File: src/rtl/core/qmoe_pkg.sv
// Shared types and codes for the quad mesh opposite edge walk core
package qmoe_pkg;

   localparam logic [1:0] OP_LOAD   = 2'd0;
   localparam logic [1:0] OP_WALK   = 2'd1;
   localparam logic [1:0] OP_CLEAR  = 2'd2;
   localparam logic [1:0] OP_UNUSED = 2'd3;

   localparam logic [2:0] STATUS_LOADED  = 3'd0;
   localparam logic [2:0] STATUS_FULL    = 3'd1;
   localparam logic [2:0] STATUS_FOUND   = 3'd2;
   localparam logic [2:0] STATUS_FAILED  = 3'd3;
   localparam logic [2:0] STATUS_CLEARED = 3'd4;

   localparam int CORNERS = 4;

   typedef struct packed {
      logic       hit;
      logic [1:0] pos;
   } match_type;

endpackage

File: src/rtl/core/qmoe_edge_match.sv
// Edge compare unit: tests one face for a directed edge, gives the following edge
module qmoe_edge_match #(
   parameter int VERTEX_BITS = 16
) (
   input  logic [4*VERTEX_BITS-1:0] face,
   input  logic [VERTEX_BITS-1:0]   key_u,
   input  logic [VERTEX_BITS-1:0]   key_v,
   output qmoe_pkg::match_type      match,
   output logic [VERTEX_BITS-1:0]   opp_from,
   output logic [VERTEX_BITS-1:0]   opp_to
);

   logic [VERTEX_BITS-1:0] corner [qmoe_pkg::CORNERS];
   logic                   u_found;
   logic                   v_found;
   logic [1:0]             u_pos;
   logic [1:0]             v_pos;

   always_comb begin
      for (int i = 0; i < qmoe_pkg::CORNERS; i++) begin
         corner[i] = face[i*VERTEX_BITS +: VERTEX_BITS];
      end
   end

   // first position of each key; highest index scanned first so the lowest wins
   always_comb begin
      u_found = 1'b0;
      v_found = 1'b0;
      u_pos   = 2'd0;
      v_pos   = 2'd0;
      for (int i = qmoe_pkg::CORNERS - 1; i >= 0; i--) begin
         if (corner[i] == key_u) begin
            u_found = 1'b1;
            u_pos   = 2'(i);
         end
         if (corner[i] == key_v) begin
            v_found = 1'b1;
            v_pos   = 2'(i);
         end
      end
   end

   assign match.hit = u_found && v_found && ((u_pos + 2'd1) == v_pos);
   assign match.pos = u_pos;
   assign opp_from  = corner[u_pos + 2'd1];
   assign opp_to    = corner[u_pos + 2'd2];

endmodule

File: config.mk
export PLATFORM = sky130hd
export DESIGN_NAME = qmoe_edge_match
export DESIGN_NICKNAME = d
export VERILOG_FILES = /design/src/rtl/core/qmoe_pkg.sv /design/src/rtl/core/qmoe_edge_match.sv
export SDC_FILE = /design/constraint.sdc
export NUM_CORES = 1
export LEC_CHECK = 0
export BUFFER_PORTS_ARGS = -buffer_cell sky130_fd_sc_hd__buf_2
export CAP_MARGIN = 10
export CORE_ASPECT_RATIO = 1.1
export CORE_MARGIN = 10
export CORE_UTILIZATION = 51
export DETAILED_ROUTE_END_ITERATION = 16
export PLACE_DENSITY = 0.9
export SLEW_MARGIN = 20
export SYNTH_ARGS = -nofsm -noshare
export SYNTH_HDL_FRONTEND = slang
export SYNTH_SLANG_ARGS = --single-unit
export TNS_END_PERCENT = 50
File: constraint.sdc
create_clock -name vclk -period 7.43
set_clock_uncertainty 0.1 [all_clocks]
set_input_delay 1.486 -clock vclk [all_inputs]
set_output_delay 1.486 -clock vclk [all_outputs]
set_load 0.1 [all_outputs]
==> summary.txt, run 1 <==
share of the synthesized area in the top cell type: 29.4%
final number of max-transition violations: 0
Startpoint Class: primary input
crit path max fanout: 32
# rows: 26
largest net degree at the start of global routing: 36
worst setup margin: 1.15 ns
Hold Fails Final Rpt: 0
worst hold-check path type: primary input to primary output
grt total ovfl: 0
max-cap violation count: 0
synth unique cells: 25
via count: 3079
share of cells above drive strength 1: 35.2%
VDD IR max: 0.0482 mV
area grow syn2layout: 28.0%
status: completed
kind of end point of the critical path: primary output
post-synth net total: 397
CLK BUF: 0
total global-route track usage: 23.7%
Die ar.: 7810 µm²
synthesized cell area: 2380 µm²
Seq/Total Area, Yosys: 0%
RePlAce Congestion: 0.999
Pre-antenna DRT Iters: 5
measured slew at the worst slew-check pin: 0.908 ns
Die Wd: 85.2 µm
final instance area: 3050 µm²
final WL: 10500 µm
Post-DRT Antenna Nets: 0
synth warn: 0
detailed placement HPWL: 8500 µm
RSZ-0062 raised after global routing: false
data required time at the worst endpoint: 5.84 ns
starting density of the core: 51.9%
area of the core: 4590 µm²
initial drt markers: 338
global-route wire length before repair: 15700 µm
Final min period: 6.28 ns
vias in the first global route: 2998
total power: 228 µW
Arr. time, crit path: 4.69 ns
Setup violations, final: 0
initial antenna violation count: 0
Place WS: 1.25 ns
top area cells in the synthesized netlist: xor2_1, xnor2_1, a2bb2oi_1
Static Leak: 0.00126 µW
die height: 91.7 µm
Max Clk Rate: 159 MHz
final net count: 513
Setup Crit Path Kind: primary input to primary output
post-layout util: 66.5%
post-cts repair resize count: 0
FF/Latch Area: 0 µm²
post-CTS setup buffer count: 0
drt via density: 6.54
Antenna diodes: 0
port bufs: 131
drt wl/cell: 22.3 µm
cell count after synthesis: 301
cell with the most instances after synthesis: xor2_1
Slew HR: 39.3%
TNS Setup: 0 ns
Yosys top cell by area: xor2_1
top post-synthesis cells by count: xor2_1, xnor2_1, a21oi_1
Cell Area, Placed: 3050 µm²
Syn Area/Cell: 7.91 µm²
layout sequential cell count: 0
# IOs: 131
number of remaining DRC errors: 0
pwr dens: 74.9 nW/µm²
cts hold-fix bufs: 0
fin crit share: 84.5%
layer usage:
metal / track usage (%) / part of all wire [%]
met5: 0 / 0
met4: 6.46 / 2.8
met1: 29.4 / 41
met2: 39.9 / 48
met3: 5.04 / 8.3
cell type report:
class	instances	area (µm²)
repair buffers	135	686
multi-input cells	280	2290
well taps	56	70.1
fillers	424	1540
worst paths after layout:
path,depth (start not counted),endpoint,start
worst max-delay path,8,opp_from[10],key_u[8]
worst min-delay path,3,opp_from[3],face[19]
report_power, final:
group	leakage [µW]	internal (µW)	switching [µW]
clock network	0	0	0
logic	0.00126	70.0	158
registers	0	0	0
critical path, cell delays in order:
cell,delay [ns]
buf_2,0.13
xor2_1,0.16
nor4_1,0.41
nand4_1,0.59
and2_1,0.44
a21oi_4,0.73
a2bb2oi_1,0.26
buf_2,0.47
placed cells by master, fill, tap and decap left out, types with 2 or more instances in the layout:
master and count:
buf_2 131, buf_4 4, nor2_1 2, xor2_1 80, nor4_4 4, xnor2_1 48, nor4_2 2, a21oi_1 33
and2_1 2, a2bb2oi_1 32, nand4_1 16, nor4_1 18, o221ai_1 32
cells by family after synthesis:
group                  share of synthesized area [%]
AND/OR/NAND/NOR                                 16.9
AO/OA/AOI/OAI                                   32.0
XOR/XNOR                                        47.1
buffers and inverters                           4.04
metrics by stage:
| stage | hold WS [ns] | cells |
|---|---|---|
| after floorplan | 3.31 | 301 |
| after global placement | 3.43 | 471 |
| after detailed placement | 3.43 | 471 |
| after CTS | 3.43 | 471 |
| after global routing | 3.44 | 471 |
| final | 3.43 | 471 |
(Power assumes the default switching activity.)
==> inputs of run 2 (changes only) <==
--- a/config.mk
+++ b/config.mk
@@ -9,9 +9,9 @@
 export CAP_MARGIN = 10
 export CORE_ASPECT_RATIO = 1.1
 export CORE_MARGIN = 10
-export CORE_UTILIZATION = 51
+export CORE_UTILIZATION = 48
 export DETAILED_ROUTE_END_ITERATION = 16
-export PLACE_DENSITY = 0.9
+export PLACE_DENSITY = 0.85
 export SLEW_MARGIN = 20
 export SYNTH_ARGS = -nofsm -noshare
 export SYNTH_HDL_FRONTEND = slang
==> constraint.sdc (replaced) <==
create_clock -name vclk -period 5.8
set_clock_uncertainty 0.1 [all_clocks]
set_input_delay 1.16 -clock vclk [all_inputs]
set_output_delay 1.16 -clock vclk [all_outputs]
set_load 0.1 [all_outputs]
==> run 2 against run 1 <==
Net effect: die area is 4.8% higher; first-iteration DRC count is 38% lower; worst hold slack worse by 0.74 ns; final cell count is 1.1% higher; wire length is 7.0% higher; sequential share of layout area stayed put; via count is 1.3% lower; global-route usage is 2.8 points higher; largest power group unchanged; setup slack worse by 0.40 ns; utilization is 9.1 points higher; total power is 48% higher; count of clock-buffer cells in the layout stayed put.
==> summary.txt, run 2 (same netlist as run 1, synthesis figures left out) <==
Critical Path Max Stage Delay: 0.53 ns (-0.20 ns)
cts hold-fix bufs: 0 (unchanged)
drt via density: 6.38 (-2.4%)
via count: 3038 (-1.3%)
uppermost layer routed: met4
Final min period: 5.05 ns
placed cells: 476 (+1.1%)
max-cap violation count: 0 (unchanged)
worst hold-check path type: primary input to primary output
number of remaining DRC errors: 0 (unchanged)
Post-DRT Antenna Nets: 0 (unchanged)
Die ar.: 8180 µm² (+4.8%)
Startpoint Class: primary input
crit path max fanout: 18 (-44%)
# IOs: 131 (unchanged)
drt wl/cell: 23.6 µm (+5.9%)
total power: 339 µW (+48%)
Static Leak: 0.00146 µW (+16%)
FILL cells: 365 (-14%)
Critical Path Start: key_u[10]
Pre-antenna DRT Iters: 5 (unchanged)
final number of max-transition violations: 0 (unchanged)
area grow syn2layout: 49.7%
Die Wd: 87.2 µm (+2.4%)
Hold Fails Final Rpt: 0 (unchanged)
area of the core: 4720 µm² (+2.8%)
wire length on met3: 883 µm (+1.0%)
Buf/Inv on CP: 4 (+2)
FF/Latch Area: 0 µm² (unchanged)
global-route wire length before repair: 17800 µm (+13%)
initial antenna violation count: 0 (unchanged)
post-CTS setup buffer count: 0 (unchanged)
layout sequential cell count: 0 (unchanged)
vias in the first global route: 3238 (+8.0%)
post-cts repair resize count: 0 (unchanged)
final WL: 11300 µm (+7.0%)
RSZ-0062 raised after global routing: false
final net count: 518 (+0.97%)
Setup violations, final: 0 (unchanged)
M1 WL: 4540 µm (+6.4%)
pwr dens: 94.9 nW/µm² (+27%)
TNS Setup: 0 ns (unchanged)
share of cells above drive strength 1: 35.7% (+0.53 points)
CP delay by family, top: simple AND/OR/NAND/NOR gates
largest net degree at the start of global routing: 28 (-22%)
die height: 93.9 µm (+2.4%)
Arr. time, crit path: 3.79 ns (-0.90 ns)
Setup Crit Path Kind: primary input to primary output
initial drt markers: 209 (-38%)
status: completed
port bufs: 131 (unchanged)
Critical-path top delay cell: nand2b_1
most frequent cells in the layout: buf_2, xor2_1, xnor2_1
CLK BUF: 0 (unchanged)
Slew HR: 51.7% (+12 points)
met2 WL: 5650 µm (+11%)
crit-path cells: buf_2, xor2_1, nor4_1, nand4_1, buf_4, nand2b_1, buf_4, o221ai_1, a2bb2oi_1, buf_12
most used cell, CP: buf_4
worst hold start: face[46]
fin crit share: 87.1%
data required time at the worst endpoint: 4.54 ns (-1.30 ns)
grt total ovfl: 0 (unchanged)
kind of end point of the critical path: primary output
VDD IR max: 0.0761 mV (+58%)
starting density of the core: 50.5% (-1.4 points)
Antenna diodes: 0 (unchanged)
Final Non-Filler Cells: 476 (+1.1%)
Max Clk Rate: 198 MHz
RePlAce Congestion: 1.01 (+1.4%)
# rows: 26 (unchanged)
total global-route track usage: 26.5% (+2.8 points)
commonest non-fill, non-tap cell in the layout: buf_2
post-layout util: 75.6% (+9.1 points)
detailed placement HPWL: 9530 µm (+12%)
measured slew at the worst slew-check pin: 0.724 ns (-0.183 ns)
[run 2: layer usage]
metal  vias up  global-route usage (%)
met5         -                       0
met4         0                    3.59
met3        20                    5.90
met2       152                    46.7
met1      1451                    32.4
li1       1415                       -
[run 2: per-stage QoR]
stage / hold WS (ns) / cell area, µm² / setup WS, ns
final: 2.69 / 3570 / 0.749
after global routing: 2.70 / 3570 / 0.616
after CTS: 2.69 / 3570 / 0.783
after detailed placement: 2.69 / 3570 / 0.795
after global placement: 2.69 / 3570 / 0.815
after floorplan: 2.66 / 2380 / 0.554
[run 2: area by class of cell]
class	instances	area [µm²]	area share [%]
Multi-Input combinational cell	280	2290	64.3
Timing Repair Buffer	140	1200	33.8
Tap cell	56	70.1	1.96
[run 2: path summary, 6_finish.rpt]
path / to / cells after the start
max: opp_to[0] / 10
min: opp_to[14] / 3
[run 2: tightest hold or removal path, delay by kind of cell]
family | cells | cell delay (ns)
buffers and inverters | 2 | 0.30
AO/OA/AOI/OAI | 1 | 0.17
[run 2: where the power goes]
part           switching (µW)  internal [µW]  total (µW)
clock network               0              0           0
logic                     213            125         339
registers                   0              0           0
